===== src/csrc_pkg.sv =====
// shared types, constants and codes of the cubic sample rate converter
package csrc_pkg;

   localparam int SAMPLE_W     = 16;
   localparam int POS_W        = 20;
   localparam int FRAC_W       = 16;
   localparam int COUNT_W      = 2;
   localparam int CSR_DATA_W   = 20;
   localparam int CSR_INDEX_W  = 1;
   localparam int COEF_W       = 20;
   localparam int ACC_W        = 24;

   localparam int MAX_CHANNELS_DEF = 2;

   localparam logic [POS_W-1:0]   STEP_MIN   = 20'd8192;
   localparam logic [POS_W-1:0]   STEP_MAX   = 20'd524288;
   localparam logic [POS_W-1:0]   STEP_RESET = 20'd65536;
   localparam logic [POS_W-1:0]   POS_UNIT   = 20'd65536;
   localparam logic [COUNT_W-1:0] CHAN_RESET = 2'd2;

   // register indexes of the configuration port
   localparam logic [CSR_INDEX_W-1:0] CSR_PHASE_STEP    = 1'd0;
   localparam logic [CSR_INDEX_W-1:0] CSR_CHANNEL_COUNT = 1'd1;

   // multiply-add passes of the horner evaluation
   localparam logic [1:0] PASS_C1   = 2'd0;
   localparam logic [1:0] PASS_C2   = 2'd1;
   localparam logic [1:0] PASS_BASE = 2'd2;

   typedef struct packed {
      logic signed [SAMPLE_W-1:0] sample_a;
      logic signed [SAMPLE_W-1:0] sample_b;
      logic                       end_of_stream;
   } req_type;

   typedef struct packed {
      logic signed [SAMPLE_W-1:0] result_a;
      logic signed [SAMPLE_W-1:0] result_b;
      logic                       result_valid;
      logic                       last_result;
   } rsp_type;

   typedef enum logic [2:0] {
      ST_IDLE,
      ST_CHECK,
      ST_FETCH,
      ST_COEF,
      ST_MULT,
      ST_PUSH,
      ST_MARK
   } state_type;

   // sequencer to frame window
   typedef struct packed {
      logic       load;
      logic       shift;
      logic       clear;
      logic [1:0] rd_idx;
   } win_ctl_type;

   // sequencer to multiply-add unit
   typedef struct packed {
      logic              fetch_en;
      logic [1:0]        fetch_sel;
      logic              coef_en;
      logic              ch;
      logic              mult_en;
      logic [1:0]        pass;
      logic [FRAC_W-1:0] frac;
   } mac_ctl_type;

   // sequencer to output register
   typedef struct packed {
      logic push;
      logic sample;
      logic last;
      logic keep_b;
   } out_ctl_type;

endpackage


===== src/csrc_window.sv =====
// frame window: three history frames and the frame being worked on
module csrc_window #(
   parameter int MAX_CHANNELS = csrc_pkg::MAX_CHANNELS_DEF
) (
   input  logic                                 clock,
   input  logic                                 reset,
   input  csrc_pkg::win_ctl_type                ctl,
   input  csrc_pkg::req_type                    req_data,
   output logic signed [csrc_pkg::SAMPLE_W-1:0] rd_a,
   output logic signed [csrc_pkg::SAMPLE_W-1:0] rd_b
);
   import csrc_pkg::*;

   logic signed [SAMPLE_W-1:0] hist_a_ff [0:2];
   logic signed [SAMPLE_W-1:0] hist_a_in [0:2];
   logic signed [SAMPLE_W-1:0] cur_a_ff;
   logic signed [SAMPLE_W-1:0] cur_a_in;

   always_comb begin
      hist_a_in = hist_a_ff;
      cur_a_in  = cur_a_ff;
      if (ctl.load) begin
         cur_a_in = req_data.sample_a;
      end
      if (ctl.clear) begin
         hist_a_in[0] = '0;
         hist_a_in[1] = '0;
         hist_a_in[2] = '0;
      end else if (ctl.shift) begin
         hist_a_in[0] = hist_a_ff[1];
         hist_a_in[1] = hist_a_ff[2];
         hist_a_in[2] = cur_a_ff;
      end
   end

   always_ff @(posedge clock) begin
      if (reset) begin
         hist_a_ff[0] <= '0;
         hist_a_ff[1] <= '0;
         hist_a_ff[2] <= '0;
      end else begin
         hist_a_ff <= hist_a_in;
      end
      cur_a_ff <= cur_a_in;
   end

   always_comb begin
      case (ctl.rd_idx)
         2'd0:    rd_a = hist_a_ff[0];
         2'd1:    rd_a = hist_a_ff[1];
         2'd2:    rd_a = hist_a_ff[2];
         default: rd_a = cur_a_ff;
      endcase
   end

   generate
      if (MAX_CHANNELS >= 2) begin : g_chan_b
         logic signed [SAMPLE_W-1:0] hist_b_ff [0:2];
         logic signed [SAMPLE_W-1:0] hist_b_in [0:2];
         logic signed [SAMPLE_W-1:0] cur_b_ff;
         logic signed [SAMPLE_W-1:0] cur_b_in;

         always_comb begin
            hist_b_in = hist_b_ff;
            cur_b_in  = cur_b_ff;
            if (ctl.load) begin
               cur_b_in = req_data.sample_b;
            end
            if (ctl.clear) begin
               hist_b_in[0] = '0;
               hist_b_in[1] = '0;
               hist_b_in[2] = '0;
            end else if (ctl.shift) begin
               hist_b_in[0] = hist_b_ff[1];
               hist_b_in[1] = hist_b_ff[2];
               hist_b_in[2] = cur_b_ff;
            end
         end

         always_ff @(posedge clock) begin
            if (reset) begin
               hist_b_ff[0] <= '0;
               hist_b_ff[1] <= '0;
               hist_b_ff[2] <= '0;
            end else begin
               hist_b_ff <= hist_b_in;
            end
            cur_b_ff <= cur_b_in;
         end

         always_comb begin
            case (ctl.rd_idx)
               2'd0:    rd_b = hist_b_ff[0];
               2'd1:    rd_b = hist_b_ff[1];
               2'd2:    rd_b = hist_b_ff[2];
               default: rd_b = cur_b_ff;
            endcase
         end
      end else begin : g_no_chan_b
         assign rd_b = '0;
      end
   endgenerate

endmodule


===== src/csrc_mac.sv =====
// catmull-rom evaluation on one shared multiply-add, three horner passes per channel
module csrc_mac (
   input  logic                                 clock,
   input  csrc_pkg::mac_ctl_type                ctl,
   input  logic signed [csrc_pkg::SAMPLE_W-1:0] rd_a,
   input  logic signed [csrc_pkg::SAMPLE_W-1:0] rd_b,
   output logic signed [csrc_pkg::SAMPLE_W-1:0] res_a,
   output logic signed [csrc_pkg::SAMPLE_W-1:0] res_b
);
   import csrc_pkg::*;

   localparam int PROD_W = FRAC_W + 1 + ACC_W;

   logic signed [SAMPLE_W-1:0] samp_a_ff [0:3];
   logic signed [SAMPLE_W-1:0] samp_b_ff [0:3];
   logic signed [COEF_W-1:0]   c0_ff, c1_ff, c2_ff, base_ff;
   logic signed [COEF_W-1:0]   c0_in, c1_in, c2_in, base_in;
   logic signed [COEF_W-1:0]   sm, s0, s1, s2;
   logic signed [ACC_W-1:0]    acc_ff, acc_in;
   logic signed [ACC_W-1:0]    mul_op, add_op;
   logic signed [PROD_W-1:0]   prod;
   logic signed [ACC_W-2:0]    half;
   logic signed [SAMPLE_W-1:0] sat;
   logic signed [SAMPLE_W-1:0] res_a_ff, res_b_ff;

   // neighbor samples of the selected channel, widened for the coefficient sums
   always_comb begin
      if (ctl.ch) begin
         sm = COEF_W'(samp_b_ff[0]);
         s0 = COEF_W'(samp_b_ff[1]);
         s1 = COEF_W'(samp_b_ff[2]);
         s2 = COEF_W'(samp_b_ff[3]);
      end else begin
         sm = COEF_W'(samp_a_ff[0]);
         s0 = COEF_W'(samp_a_ff[1]);
         s1 = COEF_W'(samp_a_ff[2]);
         s2 = COEF_W'(samp_a_ff[3]);
      end
      // doubled coefficients
      c0_in   = -sm + (s0 <<< 1) + s0 - (s1 <<< 1) - s1 + s2;
      c1_in   = (sm <<< 1) - (s0 <<< 2) - s0 + (s1 <<< 2) - s2;
      c2_in   = s1 - sm;
      base_in = s0 <<< 1;
   end

   always_comb begin
      case (ctl.pass)
         PASS_C1: begin
            mul_op = ACC_W'(c0_ff);
            add_op = ACC_W'(c1_ff);
         end
         PASS_C2: begin
            mul_op = acc_ff;
            add_op = ACC_W'(c2_ff);
         end
         default: begin
            mul_op = acc_ff;
            add_op = ACC_W'(base_ff);
         end
      endcase
      prod   = PROD_W'($signed({1'b0, ctl.frac})) * PROD_W'(mul_op);
      // arithmetic shift of the product is the floor division by 2^16
      acc_in = add_op + $signed(prod[FRAC_W+ACC_W-1:FRAC_W]);
      half   = acc_in[ACC_W-1:1];
      if (half > (ACC_W-1)'(32767)) begin
         sat = 16'sd32767;
      end else if (half < -(ACC_W-1)'(32768)) begin
         sat = -16'sd32768;
      end else begin
         sat = half[SAMPLE_W-1:0];
      end
   end

   always_ff @(posedge clock) begin
      if (ctl.fetch_en) begin
         samp_a_ff[ctl.fetch_sel] <= rd_a;
         samp_b_ff[ctl.fetch_sel] <= rd_b;
      end
      if (ctl.coef_en) begin
         c0_ff   <= c0_in;
         c1_ff   <= c1_in;
         c2_ff   <= c2_in;
         base_ff <= base_in;
      end
      if (ctl.mult_en) begin
         acc_ff <= acc_in;
         if (ctl.pass == PASS_BASE) begin
            if (ctl.ch) begin
               res_b_ff <= sat;
            end else begin
               res_a_ff <= sat;
            end
         end
      end
   end

   assign res_a = res_a_ff;
   assign res_b = res_b_ff;

endmodule


===== src/csrc_seq.sv =====
// sequencer: output positions, neighbor fetch, horner passes and stream bookkeeping
module csrc_seq #(
   parameter int MAX_CHANNELS = csrc_pkg::MAX_CHANNELS_DEF
) (
   input  logic                               clock,
   input  logic                               reset,
   input  logic                               req_valid,
   output logic                               req_ready,
   input  logic                               req_eos,
   input  logic [csrc_pkg::POS_W-1:0]         phase_step,
   input  logic [csrc_pkg::COUNT_W-1:0]       channel_count,
   input  logic                               out_free,
   output csrc_pkg::win_ctl_type              win_ctl,
   output csrc_pkg::mac_ctl_type              mac_ctl,
   output csrc_pkg::out_ctl_type              out_ctl
);
   import csrc_pkg::*;

   state_type          state_ff, state_in;
   logic [POS_W-1:0]   pos_ff, pos_in;
   logic [POS_W-1:0]   next_pos_ff, next_pos_in;
   logic [COUNT_W-1:0] fs_ff, fs_in;
   logic [POS_W-1:0]   step_ff, step_in;
   logic               stereo_ff, stereo_in;
   logic               eos_ff, eos_in;
   logic               emitted_ff, emitted_in;
   logic [1:0]         j_ff, j_in;
   logic               ch_ff, ch_in;
   logic [1:0]         pass_ff, pass_in;

   logic [POS_W-1:0]   pos_step;
   logic signed [5:0]  baseoff;
   logic signed [5:0]  thresh;
   logic signed [5:0]  ko;
   logic signed [5:0]  off;
   logic signed [5:0]  lo;
   logic               brk;
   logic               brk_next;

   always_comb begin
      baseoff  = (fs_ff >= 2'd2) ? 6'sd2 : $signed({4'd0, fs_ff});
      thresh   = baseoff - (eos_ff ? 6'sd0 : 6'sd2);
      pos_step = pos_ff + step_ff;
      brk      = $signed({2'd0, pos_ff[POS_W-1:FRAC_W]}) > thresh;
      brk_next = $signed({2'd0, pos_step[POS_W-1:FRAC_W]}) > thresh;
      // frame of neighbor j, clamped to the frames held, as a window slot
      ko  = $signed({2'd0, pos_ff[POS_W-1:FRAC_W]}) - baseoff;
      off = ko - 6'sd1 + $signed({4'd0, j_ff});
      lo  = -$signed({4'd0, fs_ff});
      if (off < lo) begin
         off = lo;
      end
      if (off > 6'sd0) begin
         off = 6'sd0;
      end
      off = off + 6'sd3;
   end

   always_comb begin
      state_in    = state_ff;
      pos_in      = pos_ff;
      next_pos_in = next_pos_ff;
      fs_in       = fs_ff;
      step_in     = step_ff;
      stereo_in   = stereo_ff;
      eos_in      = eos_ff;
      emitted_in  = emitted_ff;
      j_in        = j_ff;
      ch_in       = ch_ff;
      pass_in     = pass_ff;

      req_ready = 1'b0;
      win_ctl   = '0;
      mac_ctl   = '0;
      out_ctl   = '0;

      win_ctl.rd_idx    = off[1:0];
      mac_ctl.fetch_sel = j_ff;
      mac_ctl.ch        = ch_ff;
      mac_ctl.pass      = pass_ff;
      mac_ctl.frac      = pos_ff[FRAC_W-1:0];
      out_ctl.keep_b    = stereo_ff;

      case (state_ff)
         ST_IDLE: begin
            req_ready = 1'b1;
            if (req_valid) begin
               win_ctl.load = 1'b1;
               pos_in       = next_pos_ff;
               eos_in       = req_eos;
               emitted_in   = 1'b0;
               stereo_in    = (MAX_CHANNELS >= 2) && (channel_count >= 2'd2);
               if (phase_step < STEP_MIN) begin
                  step_in = STEP_MIN;
               end else if (phase_step > STEP_MAX) begin
                  step_in = STEP_MAX;
               end else begin
                  step_in = phase_step;
               end
               state_in = ST_CHECK;
            end
         end
         ST_CHECK: begin
            if (!brk) begin
               j_in     = 2'd0;
               state_in = ST_FETCH;
            end else if (eos_ff) begin
               if (!emitted_ff) begin
                  state_in = ST_MARK;
               end else begin
                  win_ctl.clear = 1'b1;
                  fs_in         = '0;
                  next_pos_in   = '0;
                  state_in      = ST_IDLE;
               end
            end else begin
               win_ctl.shift = 1'b1;
               next_pos_in   = (fs_ff >= 2'd2) ? pos_ff - POS_UNIT : pos_ff;
               if (fs_ff != 2'd3) begin
                  fs_in = fs_ff + 2'd1;
               end
               state_in = ST_IDLE;
            end
         end
         ST_FETCH: begin
            mac_ctl.fetch_en = 1'b1;
            j_in             = j_ff + 2'd1;
            if (j_ff == 2'd3) begin
               ch_in    = 1'b0;
               state_in = ST_COEF;
            end
         end
         ST_COEF: begin
            mac_ctl.coef_en = 1'b1;
            pass_in         = PASS_C1;
            state_in        = ST_MULT;
         end
         ST_MULT: begin
            mac_ctl.mult_en = 1'b1;
            pass_in         = pass_ff + 2'd1;
            if (pass_ff == PASS_BASE) begin
               if (stereo_ff && !ch_ff) begin
                  ch_in    = 1'b1;
                  state_in = ST_COEF;
               end else begin
                  state_in = ST_PUSH;
               end
            end
         end
         ST_PUSH: begin
            if (out_free) begin
               out_ctl.push   = 1'b1;
               out_ctl.sample = 1'b1;
               out_ctl.last   = eos_ff && brk_next;
               pos_in         = pos_step;
               emitted_in     = 1'b1;
               state_in       = ST_CHECK;
            end
         end
         ST_MARK: begin
            if (out_free) begin
               out_ctl.push  = 1'b1;
               out_ctl.last  = 1'b1;
               win_ctl.clear = 1'b1;
               fs_in         = '0;
               next_pos_in   = '0;
               state_in      = ST_IDLE;
            end
         end
         default: begin
            state_in = ST_IDLE;
         end
      endcase
   end

   always_ff @(posedge clock) begin
      if (reset) begin
         state_ff    <= ST_IDLE;
         next_pos_ff <= '0;
         fs_ff       <= '0;
      end else begin
         state_ff    <= state_in;
         next_pos_ff <= next_pos_in;
         fs_ff       <= fs_in;
      end
      pos_ff     <= pos_in;
      step_ff    <= step_in;
      stereo_ff  <= stereo_in;
      eos_ff     <= eos_in;
      emitted_ff <= emitted_in;
      j_ff       <= j_in;
      ch_ff      <= ch_in;
      pass_ff    <= pass_in;
   end

endmodule


===== src/cubic_sample_rate_converter_top.sv =====
// top level of the catmull-rom cubic sample rate converter
// Takes one frame at a time and answers with zero or more interpolated frames. A frame
// is accepted and ends with a final position check; each output it yields takes a
// position check, a fetch of the four neighbors, per channel the coefficients and then
// three horner passes on the shared multiply-add, and a push that waits for a free
// output register. An empty end marker takes a push of its own. The result sits in an
// output register, so the sequencer works on the next output while it waits.
// The final frame of a stream flushes the remaining outputs, or an empty marker, and
// the stream state returns to its reset values. Write registers only while idle; a new
// step or channel count is picked up at the next accepted frame.
module cubic_sample_rate_converter_top #(
   parameter int MAX_CHANNELS = csrc_pkg::MAX_CHANNELS_DEF
) (
   input  logic                                   clock,
   input  logic                                   reset,
   input  logic                                   req_valid,
   output logic                                   req_ready,
   input  csrc_pkg::req_type                      req_data,
   output logic                                   rsp_valid,
   input  logic                                   rsp_ready,
   output csrc_pkg::rsp_type                      rsp_data,
   input  logic                                   csr_wr_en,
   input  logic [csrc_pkg::CSR_INDEX_W-1:0]       csr_index,
   input  logic [csrc_pkg::CSR_DATA_W-1:0]        csr_wdata
);
   import csrc_pkg::*;

   logic [POS_W-1:0]           phase_step_ff, phase_step_in;
   logic [COUNT_W-1:0]         channel_count_ff, channel_count_in;
   logic                       rsp_valid_ff, rsp_valid_in;
   rsp_type                    rsp_data_ff, rsp_data_in;
   logic                       out_free;
   win_ctl_type                win_ctl;
   mac_ctl_type                mac_ctl;
   out_ctl_type                out_ctl;
   logic signed [SAMPLE_W-1:0] rd_a, rd_b;
   logic signed [SAMPLE_W-1:0] res_a, res_b;

   always_comb begin
      phase_step_in    = phase_step_ff;
      channel_count_in = channel_count_ff;
      if (csr_wr_en) begin
         case (csr_index)
            CSR_PHASE_STEP:    phase_step_in    = csr_wdata[POS_W-1:0];
            CSR_CHANNEL_COUNT: channel_count_in = csr_wdata[COUNT_W-1:0];
            default: ;
         endcase
      end
   end

   // output register: a new transaction loads when the slot is empty or being taken
   assign out_free = !rsp_valid_ff || rsp_ready;

   always_comb begin
      rsp_valid_in = rsp_valid_ff && !rsp_ready;
      rsp_data_in  = rsp_data_ff;
      if (out_ctl.push) begin
         rsp_valid_in             = 1'b1;
         rsp_data_in.result_valid = out_ctl.sample;
         rsp_data_in.last_result  = out_ctl.last;
         rsp_data_in.result_a     = out_ctl.sample ? res_a : '0;
         rsp_data_in.result_b     = (out_ctl.sample && out_ctl.keep_b) ? res_b : '0;
      end
   end

   always_ff @(posedge clock) begin
      if (reset) begin
         phase_step_ff    <= STEP_RESET;
         channel_count_ff <= CHAN_RESET;
         rsp_valid_ff     <= 1'b0;
      end else begin
         phase_step_ff    <= phase_step_in;
         channel_count_ff <= channel_count_in;
         rsp_valid_ff     <= rsp_valid_in;
      end
      rsp_data_ff <= rsp_data_in;
   end

   assign rsp_valid = rsp_valid_ff;
   assign rsp_data  = rsp_data_ff;

   csrc_window #(
      .MAX_CHANNELS(MAX_CHANNELS)
   ) u_window (
      .clock    (clock),
      .reset    (reset),
      .ctl      (win_ctl),
      .req_data (req_data),
      .rd_a     (rd_a),
      .rd_b     (rd_b)
   );

   csrc_mac u_mac (
      .clock (clock),
      .ctl   (mac_ctl),
      .rd_a  (rd_a),
      .rd_b  (rd_b),
      .res_a (res_a),
      .res_b (res_b)
   );

   csrc_seq #(
      .MAX_CHANNELS(MAX_CHANNELS)
   ) u_seq (
      .clock         (clock),
      .reset         (reset),
      .req_valid     (req_valid),
      .req_ready     (req_ready),
      .req_eos       (req_data.end_of_stream),
      .phase_step    (phase_step_ff),
      .channel_count (channel_count_ff),
      .out_free      (out_free),
      .win_ctl       (win_ctl),
      .mac_ctl       (mac_ctl),
      .out_ctl       (out_ctl)
   );

endmodule


===== config.mk =====
export PLATFORM = sky130hd
export DESIGN_NAME = cubic_sample_rate_converter_top
export DESIGN_NICKNAME = d
export VERILOG_FILES = /design/src/csrc_pkg.sv /design/src/csrc_window.sv /design/src/csrc_mac.sv /design/src/csrc_seq.sv /design/src/cubic_sample_rate_converter_top.sv
export SDC_FILE = /design/constraint.sdc
export NUM_CORES = 2
export LEC_CHECK = 0
export BUFFER_PORTS_ARGS = -buffer_cell sky130_fd_sc_hd__buf_2
export CAP_MARGIN = 30
export CORE_MARGIN = 2
export CORE_UTILIZATION = 51
export DETAILED_ROUTE_END_ITERATION = 12
export GPL_TIMING_DRIVEN = 0
export HOLD_SLACK_MARGIN = 0.12
export PLACE_DENSITY_LB_ADDON = 0.15
export SETUP_SLACK_MARGIN = 0.5
export SLEW_MARGIN = 20
export SYNTH_ARGS = -nofsm -noshare
export SYNTH_HDL_FRONTEND = slang
export SYNTH_HIERARCHICAL = 1
export SYNTH_SLANG_ARGS = --single-unit

===== constraint.sdc =====
create_clock -name clock -period 23.4 [get_ports clock]
set_input_delay 4.68 -clock clock [delete_from_list [all_inputs] [get_ports clock]]
set_output_delay 4.68 -clock clock [all_outputs]
set_load 0.05 [all_outputs]

### Word level (Yosys, flattened, before mapping)

Memories as Yosys holds them, arrays and structs flattened.
Index checks and enable logic that the tools add are counted.

* memories kept: 2
* output and inout port bits: 36
* bits of input ports: 59
* bits in writable memories: 128
* word-level logic and storage cells: 193
* flip-flop bits (word level): 393

* multipliers: 1
* add/sub/neg operators: 23
* eq/ne operators: 22
* multiplexer cells: 70
* bitwise operators: 2
* order comparisons: 10
* reductions and logical operators: 29

Memory list
* u_mac.samp_a_ff: depth 4, width 16, rd ports 4, clocked after Yosys merged registers in 0, wr ports 1, RTL line csrc_mac.sv:14 `logic signed [SAMPLE_W-1:0] samp_a_ff [0:3];`
* u_mac.samp_b_ff: depth 4, width 16, rd ports 4, clocked after Yosys merged registers in 0, wr ports 1, RTL line csrc_mac.sv:15 `logic signed [SAMPLE_W-1:0] samp_b_ff [0:3];`

Operators with widths (count)
* 20-bit two-way mux: 12
* 20-bit subtractor: 6
* 20-bit adder: 5
* 16-bit case mux with 3 select lines: 2
* 20-bit case mux with 2 select lines: 2
* 24-bit case mux with 2 select lines: 1
* 17-bit by 24-bit multiplier with 40-bit output: 1
* 16-bit two-way mux: 2
* 3-bit two-way mux: 10
* 24-bit adder: 1
* 24-bit two-way mux: 1
* 23-bit by 16-bit > comparator with 1-bit output (second input constant): 1
* 23-bit by 16-bit less-than comparator with 1-bit output (second input constant): 1
* 3-bit case mux with 7 select lines: 1
* 20-bit > comparator (second input constant): 1
* 20-bit by 14-bit less-than comparator with 1-bit output (second input constant): 1
* 1-bit two-way mux: 20
* 2-bit two-way mux: 10
* 20-bit negator: 1
* 20-bit by 17-bit subtractor with 20-bit output (second input constant): 1
* 5-bit by 6-bit > comparator with 1-bit output: 2
* 2-bit inequality test (second input constant): 6
* 2-bit case mux with 2 select lines: 3
* 1-bit case mux with 2 select lines: 5
* 30 further kinds: 61

### Longest topological paths before layout

* word-level depth: 12
* mapped depth: 41
* gate-level depth less buffers: 36

### Cells and area by module

The synthesis kept the hierarchy.

By module, submodules not included
* csrc_mac: times used 1, seq. area each 7807.5 um^2, cells each 2682, area an instance 28800.1 um^2
* csrc_window: times used 1, seq. area each 2882.8 um^2, cells each 382, area an instance 5161.2 um^2
* csrc_seq: times used 1, seq. area each 1941.9 um^2, cells each 558, area an instance 5009.8 um^2
* cubic_sample_rate_converter_top: times used 1, seq. area each 1481.4 um^2, cells each 172, area an instance 2253.4 um^2

### Worst setup path after synthesis

OpenSTA, ideal clock, no wires.

* path kind: register to register
* from: register u_seq.pass_ff[1]
* to: register u_mac.res_a_ff[12], in the netlist u_mac/res_a[12] (data pin)
* buffers on the path: 6
* arrival: 9.710 ns
* data required time: 23.129 ns
* stages on the path, launching flop included: 42
* setup slack: 13.419 ns
* cells stage by stage: edfxtp_1 -> clkbuf_1 -> nor2_1 -> clkbuf_1 -> buf_1 -> nand2_1 -> nand2_1 -> clkbuf_1 -> nand2_1 -> fa_1 -> inv_1 -> fa_1 -> inv_1 -> fa_1 -> inv_1 -> fa_1 -> fa_1 -> inv_1 -> [... 6 more ...] -> o21ai_0 -> a21o_1 -> and3b_1 -> a2111oi_0 -> o21ai_0 -> a21oi_1 -> xnor2_1 -> ha_1 -> clkbuf_1 -> nand2_1 -> nor2_1 -> a2111oi_0 -> o221ai_2 -> o41ai_2 -> xnor2_1 -> o41ai_4 -> buf_6 -> o21ai_0

* longest elaborated chain between the ends: 7

RTL lines
* start: declaration: RTL line csrc_seq.sv:29 `logic [1:0] pass_ff, pass_in;`
* start signal: assignment: RTL line csrc_seq.sv:193 `pass_ff <= pass_in;`
* 2-bit zero test: RTL line csrc_mac.sv:47 `case (ctl.pass)`
* 24-bit two-way mux: RTL line csrc_mac.sv:47
* 17-bit by 24-bit multiplier with 40-bit output: RTL line csrc_mac.sv:61 `prod = PROD_W'($signed({1'b0, ctl.frac})) * PROD_W'(mul_op);`
* 24-bit adder (*): RTL line csrc_mac.sv:63 `acc_in = add_op + $signed(prod[FRAC_W+ACC_W-1:FRAC_W]);`
* named net u_mac.acc_in[22]: RTL line csrc_mac.sv:19 `logic signed [ACC_W-1:0] acc_ff, acc_in;`
* 23-bit by 16-bit less-than comparator with 1-bit output: RTL line csrc_mac.sv:67 `end else if (half < -(ACC_W-1)'(32768)) begin`
* 16-bit two-way mux: RTL line csrc_mac.sv:67
* 16-bit two-way mux (*): RTL line csrc_mac.sv:65 `if (half > (ACC_W-1)'(32767)) begin`
* named net u_mac.sat[12]: RTL line csrc_mac.sv:23 `logic signed [SAMPLE_W-1:0] sat;`
* end signal: assignment: RTL line csrc_mac.sv:91 `res_a_ff <= sat;`
* end: declaration: RTL line csrc_mac.sv:24 `logic signed [SAMPLE_W-1:0] res_a_ff, res_b_ff;`

The timed path passes the listed nets; every way through them passes the cells marked *.
A chain may end at the register's enable or synchronous reset.

### Worst setup path in the final report

* from: register u_seq.pass_ff[1]
* to: register u_mac.res_b_ff[7], in the netlist u_mac/res_b[7] (data pin)

* longest elaborated chain between the ends: 7

RTL lines
* 2-bit zero test: RTL line csrc_mac.sv:47
* 24-bit two-way mux: RTL line csrc_mac.sv:47
* 17-bit by 24-bit multiplier with 40-bit output: RTL line csrc_mac.sv:61
* 24-bit adder (*): RTL line csrc_mac.sv:63
* named net u_mac.acc_in[22]: RTL line csrc_mac.sv:19
* 23-bit by 16-bit less-than comparator with 1-bit output: RTL line csrc_mac.sv:67
* 16-bit two-way mux: RTL line csrc_mac.sv:67
* 16-bit two-way mux (*): RTL line csrc_mac.sv:65
* named net u_mac.sat[7]: RTL line csrc_mac.sv:23
* end signal: assignment: RTL line csrc_mac.sv:89 `res_b_ff <= sat;`
* end: declaration: RTL line csrc_mac.sv:24

Marked as above.

==> impl_results.md <==
* Iter 0 DRT Violations at 1699
* Clock Latency Late Sink at 0.66 ns
* Total global-route track usage at 24.1%
* Root buf cell: clkbuf_16
* Layout Nets at 4735
* Drt drc at 0
* FF-to-FF setup slack at 10.42 ns
* Final hold vios at 0
* FILL cells at 6949
* Worst min path class: reg2reg
* Die width at 288 um
* Crit path DAT at 13.26 ns
* PortBufs at 94
* Postcts setup bufs at 0
* Register Area at 14100 um2
* Area delta synth->final at 9.75%
* Initial antenna violation count at 8
* First-pass GRT wire length at 154000 um
* # diodes at 0
* Vias in the first global route at 27402
* Critical path data required time at 23.69 ns
* Post-synth net total at 4565
* Setup TNS at 0 ns
* CP max-delay cell: a2111oi_0
* Drt total wl at 97000 um
* Worst-margin pin slew at 0.967 ns
* Placement row count at 104
* Initial Util at 51.3%
* Max-cap viol count at 0
* Remaining Overflow, GRT at 0
* Syn. warnings at 6
* Slew headroom at 35.6%
* Post-detail-place hpwl at 77700 um
* Largest net degree at the start of global routing at 56
* Final setup vio count at 0
* Avg Cell Area, Syn at 10.9 um2
* Post-layout minimum cycle time at 12.98 ns
* Mapped Area at 41200 um2
* Setup Skew at 0.0877 ns
* Avg Vias per Cell at 5.33
* GPL Wtd Cong at 0.908
* CTS max path bufs at 3
* Core region area at 80300 um2
* Routed length per instance at 19.1 um
* Die height at 288 um
* Num CTS Buffers at 55
* Antenna viol nets, final at 0
* Crit start category: register
* Pins over their slew limit at 0
* Mapped Cells at 3791
* CP endpoint kind: register
* Post-cts hold buffer count at 0
* Layout cells sized above 1 at 8.21%
* Peak Freq at 77.1 MHz
* Critical path class: reg2reg
* Drt pass-1 iters at 6
* Crit path max fanout at 10
* Io pins at 95
* CTS clk-pin slew, worst paths at 0.06 ns
* Period utilization at 55.5%
* Slowest stage delay, CP at 0.73 ns
* Most used cell, CP: fa_1
* RSZ-0062 raised after global routing: no
* Post-CTS Resized at 0
* CTS tree: yes
* Multi-input logic area at 24000 um2
* Final core utilization at 56.3%
* Vias post-DR at 27018
* Total clock sinks at 517
* Status: finished clean
* H-tree levels at 2
* Die ar. at 83100 um2
-- state kept, by name, indices dropped and copies added (netlist names), 3 cells and up --
signal and flops:
u_mac/samp_a_ff 64, u_mac/samp_b_ff 64, u_window/g_chan_b.hist_b_ff 48, u_window/hist_a_ff 48
rsp_data 34, u_mac/acc_ff 24, phase_step_ff 20, u_mac/c0_ff 20
u_mac/c1_ff 20, u_mac/c2_ff 20, u_seq/next_pos_ff 20, u_seq/pos_ff 20
u_seq/step_ff 20, u_mac/base_ff 16, u_mac/res_a 16, u_mac/res_b 16
u_window/cur_a_ff 16, u_window/g_chan_b.cur_b_ff 16, u_seq/state_ff 3
-- worst paths after layout --
check,startpoint,cells past startpoint,endpoint
min,u_seq/next_pos_ff[4]$_SDFFE_PP0P_,2,u_seq/next_pos_ff[4]$_SDFFE_PP0P_
max reg2reg,u_seq/pass_ff[1]$_SDFFCE_PN0P_,38,u_mac/res_b[7]$_DFFE_PP_
min reg2reg,u_seq/next_pos_ff[4]$_SDFFE_PP0P_,2,u_seq/next_pos_ff[4]$_SDFFE_PP0P_
max,u_seq/pass_ff[1]$_SDFFCE_PN0P_,38,u_mac/res_b[7]$_DFFE_PP_
-- critical path, delay by kind of cell (launching register included) --
kind                     cells  cell delay, ns
adder cells (fa/ha/maj)      8            3.33
AND/OR/NAND/NOR              7            1.23
buffers and inverters        8            2.20
XOR/XNOR                     2            0.50
flip-flops                   1            0.48
AO/OA/AOI/OAI               13            4.85
-- area by class of cell --
cell class / count / share of cell area [%]
Multi-Input combinational cell: 2491 / 53.0
Sequential cell: 517 / 31.2
Inverter: 612 / 5.09
Clock buffer: 73 / 3.42
Tap cell: 1060 / 2.93
Buffer: 171 / 1.92
Timing Repair Buffer: 113 / 1.54
Clock inverter: 30 / 0.900
-- routing by layer --
metal	global-route usage (%)	wire [um]	up-vias
met5	0	33	-
met4	6.89	2800	4
met3	3.94	6290	163
met2	38.8	44900	746
met1	34.0	43000	13395
li1	-	-	12710
-- layout by cell type (no fill, tap or decap), types with 10 or more instances in the layout --
master       n
dfxtp_1    143
o21a_1      28
xor2_1      27
nand2_1    392
o21ai_1     21
inv_1      610
buf_1       10
buf_2      117
ha_1       225
buf_6       10
a21o_1      29
nor4_1      10
clkinv_2    12
and3_1      33
o31ai_1     10
clkbuf_16   57
nand2b_1    41
xnor2_1     80
and2_1     213
edfxtp_1   374
o21ai_0    122
nor3_1      29
nor2_1     191
nand4bb_1   18
nand4_1     11
clkbuf_1   108
fa_1       490
mux4_2      30
a211oi_1    15
mux2i_1    180
a21oi_1     84
nor2b_1     31
nand3_1     47
buf_4       34
-- per-stage QoR --
step | hold slack [ns] | setup slack, ns | cells | area [um2]
floorplan | 0.433 | 13.42 | 3791 | 41200
global placement | 0.444 | 10.38 | 4945 | 43000
detailed placement | 0.451 | 10.64 | 4962 | 43200
CTS | 0.460 | 10.51 | 5065 | 45200
global route | 0.474 | 9.47 | 5067 | 45200
finish | 0.459 | 10.42 | 5067 | 45200
Power is not shown: default switching activity piles up to over one toggle a cycle in this logic, so the estimate is an artifact.
